## src/sv/chfd_pkg.sv

```systemverilog
`default_nettype none

package chfd_pkg;

  localparam int unsigned SSID_MAX        = 32;
  localparam int unsigned PASSWORD_MAX    = 64;
  localparam int unsigned KEY_MAX         = 32;
  localparam int unsigned RESERVED_FIELDS = 6;

  localparam int unsigned FieldW = 4;
  localparam int unsigned IndexW = 7;

  localparam logic [FieldW-1:0] FldSecurity = 4'd0;
  localparam logic [FieldW-1:0] FldSsid     = 4'd1;
  localparam logic [FieldW-1:0] FldPassword = 4'd2;
  localparam logic [FieldW-1:0] FldKey      = 4'd3;
  localparam logic [FieldW-1:0] FldCrc      = FieldW'(4 + RESERVED_FIELDS);

  localparam logic [7:0] ChSlash = 8'h2F;
  localparam logic [7:0] Ch0     = 8'h30;
  localparam logic [7:0] Ch9     = 8'h39;
  localparam logic [7:0] ChA     = 8'h41;
  localparam logic [7:0] ChF     = 8'h46;

  localparam logic [3:0] NibSec0 = 4'd0;
  localparam logic [3:0] NibSec2 = 4'd2;
  localparam logic [3:0] NibSec3 = 4'd3;
  localparam logic [3:0] NibSec4 = 4'd4;
  localparam logic [3:0] NibSec8 = 4'd8;

  typedef enum logic [2:0] {
    StOk          = 3'd0,
    StBadLetter   = 3'd1,
    StBadSecurity = 3'd2,
    StExtraCrc    = 3'd3,
    StFieldFull   = 3'd4
  } status_e;

  function automatic logic [IndexW-1:0] field_limit(input logic [FieldW-1:0] fld);
    logic [IndexW-1:0] lim;
    if (fld == FldSsid) begin
      lim = IndexW'(SSID_MAX);
    end else if (fld == FldPassword) begin
      lim = IndexW'(PASSWORD_MAX);
    end else begin
      lim = IndexW'(KEY_MAX);
    end
    return lim;
  endfunction

endpackage

`default_nettype wire

```

## src/sv/credential_hex_field_deframer_top.sv

```systemverilog
// Output: each accepted letter's result is registered directly in the output register.
// Throughput: one letter per cycle; a new letter is taken whenever the output
// register is empty or its result is transferred in the same cycle.
// Reset: asynchronous, active low; returns to the security field, index zero,
// high nibble expected, output register empty.
`default_nettype none

module credential_hex_field_deframer_top
  import chfd_pkg::*;
(
  input  wire logic              clk_i,
  input  wire logic              rst_ni,
  input  wire logic              in_valid_i,
  output logic                   in_stall_o,
  input  wire logic [7:0]        code_i,
  output logic                   out_valid_o,
  input  wire logic              out_stall_i,
  output logic [2:0]             status_o,
  output logic [FieldW-1:0]      field_id_o,
  output logic                   byte_valid_o,
  output logic [7:0]             byte_value_o,
  output logic [IndexW-1:0]      byte_index_o,
  output logic                   terminate_valid_o,
  output logic [1:0]             terminated_field_o,
  output logic                   security_valid_o,
  output logic [3:0]             security_value_o
);

  logic [FieldW-1:0] field_q, field_d;
  logic [IndexW-1:0] fill_q, fill_d;
  logic [7:0]        part_q, part_d;
  logic              hi_q, hi_d;

  logic              out_valid_q;
  status_e           status_q, status_d;
  logic [FieldW-1:0] fid_q;
  logic              bv_q, bv_d;
  logic [7:0]        bval_q, bval_d;
  logic [IndexW-1:0] bidx_q, bidx_d;
  logic              tv_q, tv_d;
  logic [1:0]        tf_q, tf_d;
  logic              sv_q, sv_d;
  logic [3:0]        sval_q, sval_d;

  logic       in_xfer;
  logic       is_sep, is_dig, is_uc, is_hex;
  logic [3:0] nib, sec_nib;
  logic [7:0] byte_new;
  logic       done;

  assign in_stall_o = out_valid_q && out_stall_i;
  assign in_xfer    = in_valid_i && !in_stall_o;

  assign is_sep  = (code_i == ChSlash);
  assign is_dig  = (code_i >= Ch0) && (code_i <= Ch9);
  assign is_uc   = (code_i >= ChA) && (code_i <= ChF);
  assign is_hex  = is_dig || is_uc;
  assign nib     = is_dig ? code_i[3:0] : (code_i[3:0] + 4'd9);
  assign sec_nib = (nib == NibSec3) ? NibSec2 : nib;

  always_comb begin
    field_d  = field_q;
    fill_d   = fill_q;
    part_d   = part_q;
    hi_d     = hi_q;
    status_d = StOk;
    bv_d     = 1'b0;
    bval_d   = 8'h00;
    bidx_d   = '0;
    tv_d     = 1'b0;
    tf_d     = 2'd0;
    sv_d     = 1'b0;
    sval_d   = 4'd0;
    byte_new = part_q;
    done     = 1'b0;
    if (is_sep) begin
      if (field_q >= FldSsid && field_q <= FldKey) begin
        tv_d   = 1'b1;
        tf_d   = field_q[1:0];
        bidx_d = fill_q;
      end
      if (field_q != FldCrc) begin
        field_d = field_q + FieldW'(1);
      end
      hi_d   = 1'b1;
      fill_d = '0;
    end else if (!is_hex) begin
      status_d = StBadLetter;
    end else if (field_q == FldSecurity) begin
      if (sec_nib == NibSec0 || sec_nib == NibSec2 || sec_nib == NibSec4 ||
          sec_nib == NibSec8) begin
        sv_d   = 1'b1;
        sval_d = sec_nib;
      end else begin
        status_d = StBadSecurity;
      end
    end else begin
      if (field_q == FldKey) begin
        byte_new = code_i;
        done     = 1'b1;
      end else if (hi_q) begin
        byte_new = {nib, 4'h0};
        hi_d     = 1'b0;
      end else begin
        byte_new = part_q + {4'h0, nib};
        hi_d     = 1'b1;
        done     = 1'b1;
      end
      part_d = byte_new;
      if (done) begin
        if (field_q == FldCrc) begin
          if (fill_q != '0) begin
            status_d = StExtraCrc;
          end else begin
            bv_d   = 1'b1;
            bval_d = byte_new;
            fill_d = IndexW'(1);
          end
        end else if (fill_q >= field_limit(field_q)) begin
          status_d = StFieldFull;
        end else begin
          bv_d   = 1'b1;
          bval_d = byte_new;
          bidx_d = fill_q;
          fill_d = fill_q + IndexW'(1);
        end
      end
    end
  end

  always_ff @(posedge clk_i or negedge rst_ni) begin
    if (!rst_ni) begin
      field_q     <= FldSecurity;
      fill_q      <= '0;
      part_q      <= 8'h00;
      hi_q        <= 1'b1;
      out_valid_q <= 1'b0;
    end else begin
      if (in_xfer) begin
        field_q     <= field_d;
        fill_q      <= fill_d;
        part_q      <= part_d;
        hi_q        <= hi_d;
        out_valid_q <= 1'b1;
      end else if (!out_stall_i) begin
        out_valid_q <= 1'b0;
      end
    end
  end

  always_ff @(posedge clk_i) begin
    if (in_xfer) begin
      status_q <= status_d;
      fid_q    <= field_d;
      bv_q     <= bv_d;
      bval_q   <= bval_d;
      bidx_q   <= bidx_d;
      tv_q     <= tv_d;
      tf_q     <= tf_d;
      sv_q     <= sv_d;
      sval_q   <= sval_d;
    end
  end

  assign out_valid_o        = out_valid_q;
  assign status_o           = status_q;
  assign field_id_o         = fid_q;
  assign byte_valid_o       = bv_q;
  assign byte_value_o       = bval_q;
  assign byte_index_o       = bidx_q;
  assign terminate_valid_o  = tv_q;
  assign terminated_field_o = tf_q;
  assign security_valid_o   = sv_q;
  assign security_value_o   = sval_q;

`ifndef SYNTHESIS
  a_field_range: assert property (@(posedge clk_i) disable iff (!rst_ni)
    field_q <= FldCrc)
    else $error("field number beyond crc field");

  a_single_event: assert property (@(posedge clk_i) disable iff (!rst_ni)
    out_valid_o |-> !(byte_valid_o && terminate_valid_o) &&
                    !(byte_valid_o && security_valid_o) &&
                    !(terminate_valid_o && security_valid_o))
    else $error("more than one event in one result");

  a_status_quiet: assert property (@(posedge clk_i) disable iff (!rst_ni)
    out_valid_o && (status_o != StOk) |-> !byte_valid_o && !security_valid_o)
    else $error("byte or security reported with error status");

  a_term_field: assert property (@(posedge clk_i) disable iff (!rst_ni)
    out_valid_o && terminate_valid_o |-> terminated_field_o != 2'd0 &&
      field_id_o == {2'b00, terminated_field_o} + FieldW'(1))
    else $error("terminator without string field");

  a_fill_step: assert property (@(posedge clk_i) disable iff (!rst_ni)
    in_xfer && !is_sep |=> (fill_q == $past(fill_q)) ||
                           (fill_q == $past(fill_q) + IndexW'(1)))
    else $error("fill index jumped on data letter");
`endif

endmodule

`default_nettype wire
```

## config.mk

```make
export PLATFORM = sky130hd
export DESIGN_NAME = credential_hex_field_deframer_top
export DESIGN_NICKNAME = d
export VERILOG_FILES = /design/src/sv/chfd_pkg.sv /design/src/sv/credential_hex_field_deframer_top.sv
export SDC_FILE = /design/constraint.sdc
export NUM_CORES = 1
export LEC_CHECK = 0
export BUFFER_PORTS_ARGS = -buffer_cell sky130_fd_sc_hd__buf_2
export CORE_MARGIN = 2
export CORE_UTILIZATION = 40
export CTS_BUF_LIST = sky130_fd_sc_hd__clkbuf_4 sky130_fd_sc_hd__clkbuf_8 sky130_fd_sc_hd__clkbuf_16
export CTS_CLUSTER_SIZE = 20
export DETAILED_ROUTE_END_ITERATION = 8
export GPL_ROUTABILITY_DRIVEN = 0
export PLACE_DENSITY = 0.66
export SYNTH_ARGS = -nofsm -noshare
export SYNTH_HDL_FRONTEND = slang
export SYNTH_SLANG_ARGS = --single-unit
```

## constraint.sdc

```tcl
create_clock -name clk_i -period 2.45 [get_ports clk_i]
set_clock_uncertainty 0.05 [all_clocks]
set_input_delay 0.735 -clock clk_i [delete_from_list [all_inputs] [get_ports clk_i]]
set_output_delay 0.735 -clock clk_i [all_outputs]
set_load 0.02 [all_outputs]
```

* Word-level counts from Yosys, hierarchy flattened
Cells that the tools add are included. W data, S select, Z words.
Operators by class: div/mod/pow operators 0, $add $sub $neg 4, reduce and logical (&&, ||, !) cells 23, muxes and demuxes 53, shifts and indexed selects 0, equality and inequality tests 15, bitwise gates (word level) 5, multiply operators 0, $lt $le $gt $ge 7
Operators by type and width (count):
- $mux W7 | 21
- $mux W8 | 5
- $mux W1 | 17
- $eq A4 B2 Y1 const B | 4
- $mux W4 | 4
- $mux W3 | 4
- $add A8 B4 Y8 | 1
- $eq A4 B4 Y1 const B | 2
- $eq A8 B6 Y1 const B | 1
- $ge A8 B6 Y1 const B | 1
- $ge A8 B7 Y1 const B | 1
- $le A8 B6 Y1 const B | 1
- $le A8 B7 Y1 const B | 1
- $logic_not A4 Y1 | 2
- $reduce_and A4 Y1 | 2
- $reduce_or A4 Y1 | 2
- $add A7 B1 Y7 const B | 1
- $ge A7 B7 Y1 | 1
- $reduce_bool A7 Y1 | 1
- $ne A3 B3 Y1 const B | 2
- $reduce_and A6 Y1 | 1
- $logic_and A1 B1 Y1 | 5
- $not A1 Y1 | 5
- $add A4 B1 Y4 const B | 1
- other kinds (15) | 21
Storage, ports and cells: memories 0, output and inout port bits 33, register bits 52, bits in latches 0, bits in writable memories 0, bits in read-only memories 0

* Depth between registers and ports, before layout
Gate-level depths: netlist of the first run.
word-level depth 16, gate-level depth with buffers 14, depth with buffers taken out 14

* Least setup slack after synthesis of the first run
Ideal clock, no wire load.
path kind input -> register, start input port code_i[0], end register bval_q[7], in the netlist byte_value_o[7] (data pin), slack -0.837 ns, buffers on the path 0, stages on the path 12, arrival time 2.964 ns, cells stage by stage inv_1 ha_1 o21bai_1 a21oi_1 mux2_2 ha_1 a21o_1 a21oi_1 o21ai_0 nor3b_1 o311ai_0 a21oi_1
On the way: cells in the longest elaborated chain, start to end 8, elaborated cells on any way between the ends 18
RTL lines:
- start: declaration | RTL line credential_hex_field_deframer_top.sv:15 | input wire logic [7:0] code_i,
- $ge A8 B6 Y1 / $le A8 B6 Y1 (equally long branches) | RTL line credential_hex_field_deframer_top.sv:55 | assign is_dig = (code_i >= Ch0) && (code_i <= Ch9);
- $logic_and A1 B1 Y1 | RTL line credential_hex_field_deframer_top.sv:55
- $mux W4 | RTL line credential_hex_field_deframer_top.sv:58 | assign nib = is_dig ? code_i[3:0] : (code_i[3:0] + 4'd9);
- $add A8 B4 Y8 | RTL line credential_hex_field_deframer_top.sv:105 | byte_new = part_q + {4'h0, nib};
- $mux W8 | RTL line credential_hex_field_deframer_top.sv:101 | end else if (hi_q) begin
- $mux W8 | RTL line credential_hex_field_deframer_top.sv:98 | if (field_q == FldKey) begin
- $mux W8 (on tied branches) | RTL line credential_hex_field_deframer_top.sv:119, credential_hex_field_deframer_top.sv:112
- $mux W8 | RTL line credential_hex_field_deframer_top.sv:111 | if (field_q == FldCrc) begin
- end signal: assignment | RTL line credential_hex_field_deframer_top.sv:156 | bval_q <= bval_d;
- end: declaration | RTL line credential_hex_field_deframer_top.sv:38 | logic [7:0] bval_q, bval_d;
Parallel ways exist; a longest one is shown, timed or not. A chain may end at the register's enable or synchronous reset.

* Worst setup path in the final report of the first run
start input port code_i[1], end register bval_q[6], in the netlist byte_value_o[6] (data pin)
Same word-level chain as after synthesis.

==> results.json, run 1 <==
{
  "cp_max_fo": 3,
  "switching_share_pct": 34.65,
  "end_kind": "flop",
  "max_slew_margin_pct": 64.78,
  "clockBufferDepth": 2,
  "design_area_mm2": 0.004275,
  "p_int_mw": 1.689,
  "comb_power_share_pct": 35.0,
  "ys_seq_area_share_pct": 50.50,
  "ff_latch_area_mm2": 0.001459,
  "fp.coreArea_mm2": 0.006907,
  "clock_latency_ns": 0.32,
  "cts_root_buf": "clkbuf_8",
  "synth_seq_cells": 52,
  "holdBufCountCts": 0,
  "maxCapViolCount": 0,
  "cts_tree": "done",
  "dpl.hpwl_um": 5095,
  "vias_per_cell": 5.173,
  "synth_area_mm2": 0.002887,
  "highest_layer": "met4",
  "fin_crit_sh_pct": 117.2,
  "ant_nets": 0,
  "cp_data_required_time_ns": 2.57,
  "final_nets": 424,
  "worstSetupStartpointType": "input pin",
  "synthSimpleGateAreaFrac_pct": 15.65,
  "grt_usage_pct": 19.27,
  "startpoint": "code_i[1]",
  "clk_pin_slew_ns": 0.11,
  "synth.area.top_cells": "edfxtp_1, dfrtp_1, ha_1, o21ai_0, inv_1",
  "yosysMostFrequentCell": "edfxtp_1",
  "grt_max_degree": 22,
  "num_antenna_cells": 0,
  "wl_per_cell_um": 15.53,
  "fill_cells": 565,
  "avgSynthCellArea_um2": 10.53,
  "period_needed_ns": 2.872,
  "cts_max_level": 2,
  "totalPowerFinal_mw": 2.584,
  "drive_gt1_share_pct": 48.61,
  "ios": 45,
  "netlist_top_cells_count": "edfxtp_1, o21ai_0, inv_1, nand2_1, dfrtp_1",
  "failed_checks": "setup timing",
  "synth_edf_count": 31,
  "ff2ff_path_depth": 9,
  "fin_cells": 491,
  "numClockSinks": 52,
  "yosysTopAreaCell": "edfxtp_1",
  "slew_viol_final": 0,
  "place_area_mm2": 0.003747,
  "fin_ws_ns": -0.4216,
  "dr.pass1.iters": 4,
  "dieHeight_um": 88.95,
  "placementRows": 30,
  "grt_pass1_wl_um": 11810,
  "hp-class": "input pin to async pin",
  "tns_ns": -3.334,
  "start_util_pct": 41.79,
  "yosysWarnings": 0,
  "yosys-mux-area-fraction_pct": 0.7802,
  "io_buffers": 44,
  "dp_cells": 470,
  "power.density_mw_per_mm2": 604.4,
  "drt-total-wl_um": 7623,
  "r2r_start": "fill_q[0]",
  "finalHoldViolCount": 0,
  "numCtsBuffers": 5,
  "syn_inst": 274,
  "grt_overflow": 0,
  "met1Wirelength_um": 3488,
  "met2WireLength_um": 3827,
  "pwr-share-seq_pct": 44.8,
  "die_w_um": 88.95,
  "synthAdderAreaFrac_pct": 8.062,
  "p_leak_nw": 1.780,
  "rr_endpoint": "fill_q[2]",
  "synthFlopType": "edfxtp_1",
  "drt_iter0_markers": 164,
  "r2r_slack_ns": 0.02,
  "rsz0062_at_grt": "yes",
  "power.switching_uw": 895.4,
  "criticalPathCategory": "input pin to flop",
  "num_vias": 2540,
  "setup_viol_count_final": 12,
  "antenna_found_initial": 0,
  "synth_cell_type_count": 60,
  "synth_top_cell_area_share_pct": 32.25,
  "fmax_ghz": 0.3482,
  "vdd.ir_drop.worst_uv": 276.8,
  "synth_top_family_by_area": "compound AO/OA/AOI/OAI gates",
  "synth-compound-area-share_pct": 17.08,
  "wl_met3_um": 203,
  "syn_nets": 304,
  "syn2layout_area_growth_pct": 48.11,
  "worst_ep_arrival_time_ns": 2.99,
  "drc": 0,
  "worst_slew_pin_slew_ns": 0.5283,
  "async_reset_ff_share_pct": 40.38,
  "clockPowerShare_pct": 20.3,
  "die_area_mm2": 0.007912,
  "synth_xor_xnor_area_share_pct": 3.034,
  "multi_input_area_mm2": 0.001649,
  "grt_pass1_vias": 2424,
  "status": "finished, violations left"
}
cells in the final DEF, fill, tap and decap left out, types with 2 or more instances in the layout:
master      netlist  final
o31ai_2           0      2
nand3_4           0      2
nand2b_1          2      2
a31oi_1           6      4
nand2_1          21     21
ha_1             17      7
a21oi_2           0      2
buf_2             2     41
nor3b_2           0      2
nor4b_2           0      2
nor2b_1           3      3
clkinvlp_4        0      2
o21ai_1           0     10
nand4_1           2      2
a31oi_2           0      2
dfrtp_1          20     19
o211ai_1          3      3
and4_1            2      2
buf_6             2      3
xor2_1            4      4
inv_4             0      2
ha_2              0      2
xnor2_1           6      5
and2_1           10     10
o21ai_0          22      9
o21ai_2           0      3
a21oi_1          14     10
edfxtp_1         31     31
buf_4             0     77
ha_4              0      8
o32ai_2           0      2
inv_1            21     14
o21a_1            2      2
o31a_1            2      2
nor2_1           18     18
a21oi_4           1      3
a21o_1            2      2
nand3_1          10      8
clkbuf_8          0      5
inv_2             1      5
critical path: stages:
cell and delay (ns):
buf_12 0.11, inv_12 0.05, ha_4 0.13, o21bai_4 0.08, a21oi_4 0.18, xnor2_2 0.14, ha_2 0.22, inv_2 0.04
fa_2 0.33, nor2b_1 0.12, o21a_1 0.16, o211ai_1 0.12, xor2_1 0.17, a211o_1 0.28, a21oi_1 0.12
cell families (layout without fill, tap and decap cells):
family          after synthesis  in the layout
fa+ha+maj                    18             18
buf+inv                      32            153
xor+xnor                     10             10
simple gates                 85             85
flops                        52             52
mux                           2              2
compound gates               74             74
other cells                   1              1
sequential cells by signal, indices dropped and copies added (netlist names), 2 cells and up:
signal / cells
security_value_o: 4
fill_q: 7
byte_value_o: 8
terminated_field_o: 2
status_o: 3
field_id_o: 4
byte_index_o: 7
field_q: 4
part_q: 8
area by class of cell:
cell class              instances  area share [%]
clock buffers                   5           1.610
flip-flops and latches         52           34.12
well taps                      96           2.809
inverters                      22           2.341
repair buffers                123           19.93
multi-input cells             190           38.57
clock inverters                 3          0.6146
layer usage:
metal | up-vias | track usage [%]
li1 | 1235 | -
met4 | 0 | 5.970
met5 | - | 0
met1 | 1251 | 27.18
met2 | 45 | 31.48
met3 | 9 | 2.031
stage by stage:
step                      hold slack (ns)  utilization, %  worst slack (ns)
after floorplan                    0.3894               -           -0.5933
after global placement             0.4334           54.26           -0.8436
after detailed placement           0.4490           54.26           -0.9000
after CTS                          0.3523           58.86           -0.4193
after global routing               0.3642           61.90           -0.5006
final                              0.3310           61.90           -0.4216
how the worst max path moves through the flow:
stage	slack, ns	end
finish	-0.42	byte_value_o[6]
global route	-0.50	byte_value_o[6]
CTS	-0.42	byte_value_o[6]
detailed placement	-0.90	byte_value_o[6]
global placement	-0.84	byte_value_o[6]
floorplan	-0.59	byte_value_o[6]
power by group through the flow:
stage / registers, mW / clock network (mW) / logic [mW]
CTS: 1.15 / 0.532 / 0.783
finish: 1.16 / 0.523 / 0.904
detailed placement: 1.15 / 0 / 0.704
global route: 1.17 / 0.556 / 0.987
floorplan: 1.15 / 0 / 0.420
global placement: 1.15 / 0 / 0.690
what timing repair did:
item                                    in CTS  in global routing
setup buffers                                8                  7
pin swaps                                   26                 28
endpoints found under the setup margin      28                 35
gates resized for setup                     36                 33
endpoints found under the hold margin        0                  0
(Power assumes the default switching activity.)
==> run 2, diff against run 1 <==
- CORE_ASPECT_RATIO: unset -> 0.9
==> run 2 against run 1 <==
  * The run still ends with setup timing left
  * Design area down 2.8%
  * Sequential power about the same
  * First-iteration DRC count up 14%
  * Global-route usage down 0.45 points
  * Final cell count down 3.1%
  * Total power down 3.2%
  * Fmax up 0.20%
  * Utilization down 2.9 points
  * Die area about the same
  * Routed wire length down 3.9%
  * Worst hold slack better by 0.013 ns
  * Via count down 2.3%
  * Critical endpoint is now byte_value_o[4]
==> results.json, run 2 (same netlist as run 1, synthesis figures left out) <==
{
  "status": "finished, violations left",
  "failed_checks": "setup timing",
  "grt_pass1_wl_um": 11670,
  "num_antenna_cells": 0,
  "dr.pass1.iters": 4,
  "fmax_ghz": 0.3489,
  "totalPowerFinal_mw": 2.501,
  "p_leak_nw": 1.732,
  "final_cell_mix": "buf_4, buf_2, edfxtp_1, nand2_1, dfrtp_1",
  "cp_max_fo": 3,
  "numClockSinks": 52,
  "wl_per_cell_um": 15.39,
  "die_area_mm2": 0.007913,
  "clockPowerShare_pct": 20.8,
  "design_area_mm2": 0.004155,
  "final_nets": 412,
  "grt_usage_pct": 18.82,
  "fp.coreArea_mm2": 0.007039,
  "worst_slew_pin_slew_ns": 0.5327,
  "period_needed_ns": 2.866,
  "power.switching_uw": 813.2,
  "p_int_mw": 1.688,
  "grt_use_met1_pct": 26.66,
  "gr-usage-met3_pct": 2.693,
  "slowest_stage": "a22o_4",
  "crit_chain": "buf_8, inv_6, ha_4, o21bai_4, buf_6, a21o_4, a22o_4, ha_4, nor2b_2, o21a_1, nor2_1, xor2_1, o211ai_1, nor3b_2",
  "antenna_found_initial": 0,
  "cts_max_level": 2,
  "fin_ws_ns": -0.4159,
  "start_util_pct": 41.01,
  "fill_cells": 569,
  "clock_latency_ns": 0.31,
  "rsz0062_at_grt": "yes",
  "switching_share_pct": 32.52,
  "die_w_um": 93.55,
  "clk_pin_slew_ns": 0.09,
  "cp_top_family": "compound AO/OA/AOI/OAI gates",
  "cp_data_required_time_ns": 2.47,
  "finalHoldViolCount": 0,
  "num_vias": 2482,
  "io_buffers": 44,
  "pwr-share-seq_pct": 45.9,
  "end_kind": "flop",
  "drt_iter0_markers": 187,
  "grt_max_degree": 22,
  "criticalPathCategory": "input pin to flop",
  "drive_gt1_share_pct": 46.74,
  "slew_viol_final": 0,
  "max_slew_margin_pct": 64.49,
  "setup_viol_count_final": 13,
  "place_area_mm2": 0.003721,
  "drt-total-wl_um": 7327,
  "busiest_layer": "met2",
  "placementRows": 29,
  "clockBufferDepth": 2,
  "comb_power_share_pct": 33.3,
  "numCtsBuffers": 5,
  "cts_root_buf": "clkbuf_8",
  "holdBufCountCts": 0,
  "dieHeight_um": 84.59,
  "fin_crit_sh_pct": 117.0,
  "worstPathBufferInverterCount": 3,
  "dpl.hpwl_um": 5229,
  "path_common_cell": "ha_4",
  "vias_per_cell": 5.214,
  "vdd.ir_drop.worst_uv": 257.6,
  "ios": 45,
  "grt_overflow": 0,
  "hp-class": "input pin to async pin",
  "ant_nets": 0,
  "final_common_cell": "buf_4",
  "drc": 0,
  "worst_ep_arrival_time_ns": 2.88,
  "slowest_delay_ns": 0.24,
  "cts_tree": "done",
  "maxCapViolCount": 0,
  "grt_pass1_vias": 2384,
  "grtUsageMet2_pct": 30.15,
  "holdWs_ns": 0.3443,
  "final_util_pct": 59.03,
  "worstSetupStartpointType": "input pin",
  "power.density_mw_per_mm2": 601.8,
  "syn2layout_area_growth_pct": 43.95
}
[run 2: changes by cell type in the layout (fill, tap and decap cells not counted), moves of 3 or more]
cell | previous run | this run
a21oi_2 | 2 | 5
buf_4 | 77 | 64
ha_1 | 7 | 10
ha_4 | 8 | 5
[run 2: per-stage QoR]
stage	setup WS, ns	setup TNS, ns	cells
2_1_floorplan	-0.5933	-5.136	274
3_3_place_gp	-0.8497	-16.73	464
3_5_place_dp	-0.9320	-19.32	464
4_1_cts	-0.3908	-2.994	473
5_1_grt	-0.4729	-4.821	476
6_report	-0.4159	-3.295	476
[run 2: metal layers]
layer / routed length (um) / vias up / part of all wire, %
met2: 3579 / 65 / 49
met3: 287 / 14 / 3.9
met1: 3329 / 1199 / 45
met4: 130 / 0 / 1.8
met5: 0 / - / 0
li1: - / 1204 / -
[run 2: timing repair]
action,CTS,global route
setup endpoints to repair,31,33
gates resized for setup,37,30
pin swaps,26,20
gates cloned,0,0
hold endpoints to repair,0,0
buffers inserted,3,4
[run 2: path summary, 6_finish.rpt]
path,end,startpoint,depth (start not counted),slack [ns]
max in group asynchronous,hi_q,rst_ni,1,1.63
worst min-delay path,part_q[3],rst_ni,1,0.34
min in group clk_i,part_q[3],part_q[3],2,0.47
worst max-delay path,byte_value_o[4],code_i[0],14,-0.42
worst min register to register,part_q[3],part_q[3],2,0.47
worst max register to register,fill_q[6],field_q[0],8,0.05
[run 2: power groups by stage]
| stage | combinational, mW | sequential, mW | clock (mW) |
|---|---|---|---|
| 2_1_floorplan | 0.420 | 1.15 | 0 |
| 3_3_place_gp | 0.689 | 1.15 | 0 |
| 3_5_place_dp | 0.706 | 1.16 | 0 |
| 4_1_cts | 0.765 | 1.14 | 0.536 |
| 5_1_grt | 0.913 | 1.16 | 0.578 |
| 6_report | 0.833 | 1.15 | 0.520 |
[run 2: cell type report]
type	instances	area, um2	share of cell area [%]
tap	93	116.4	2.800
multi-input combinational	190	1618	38.93
clock buffer	8	97.59	2.349
inverter	22	100.1	2.409
sequential	52	1458	35.08
timing repair buffer	111	765.7	18.43
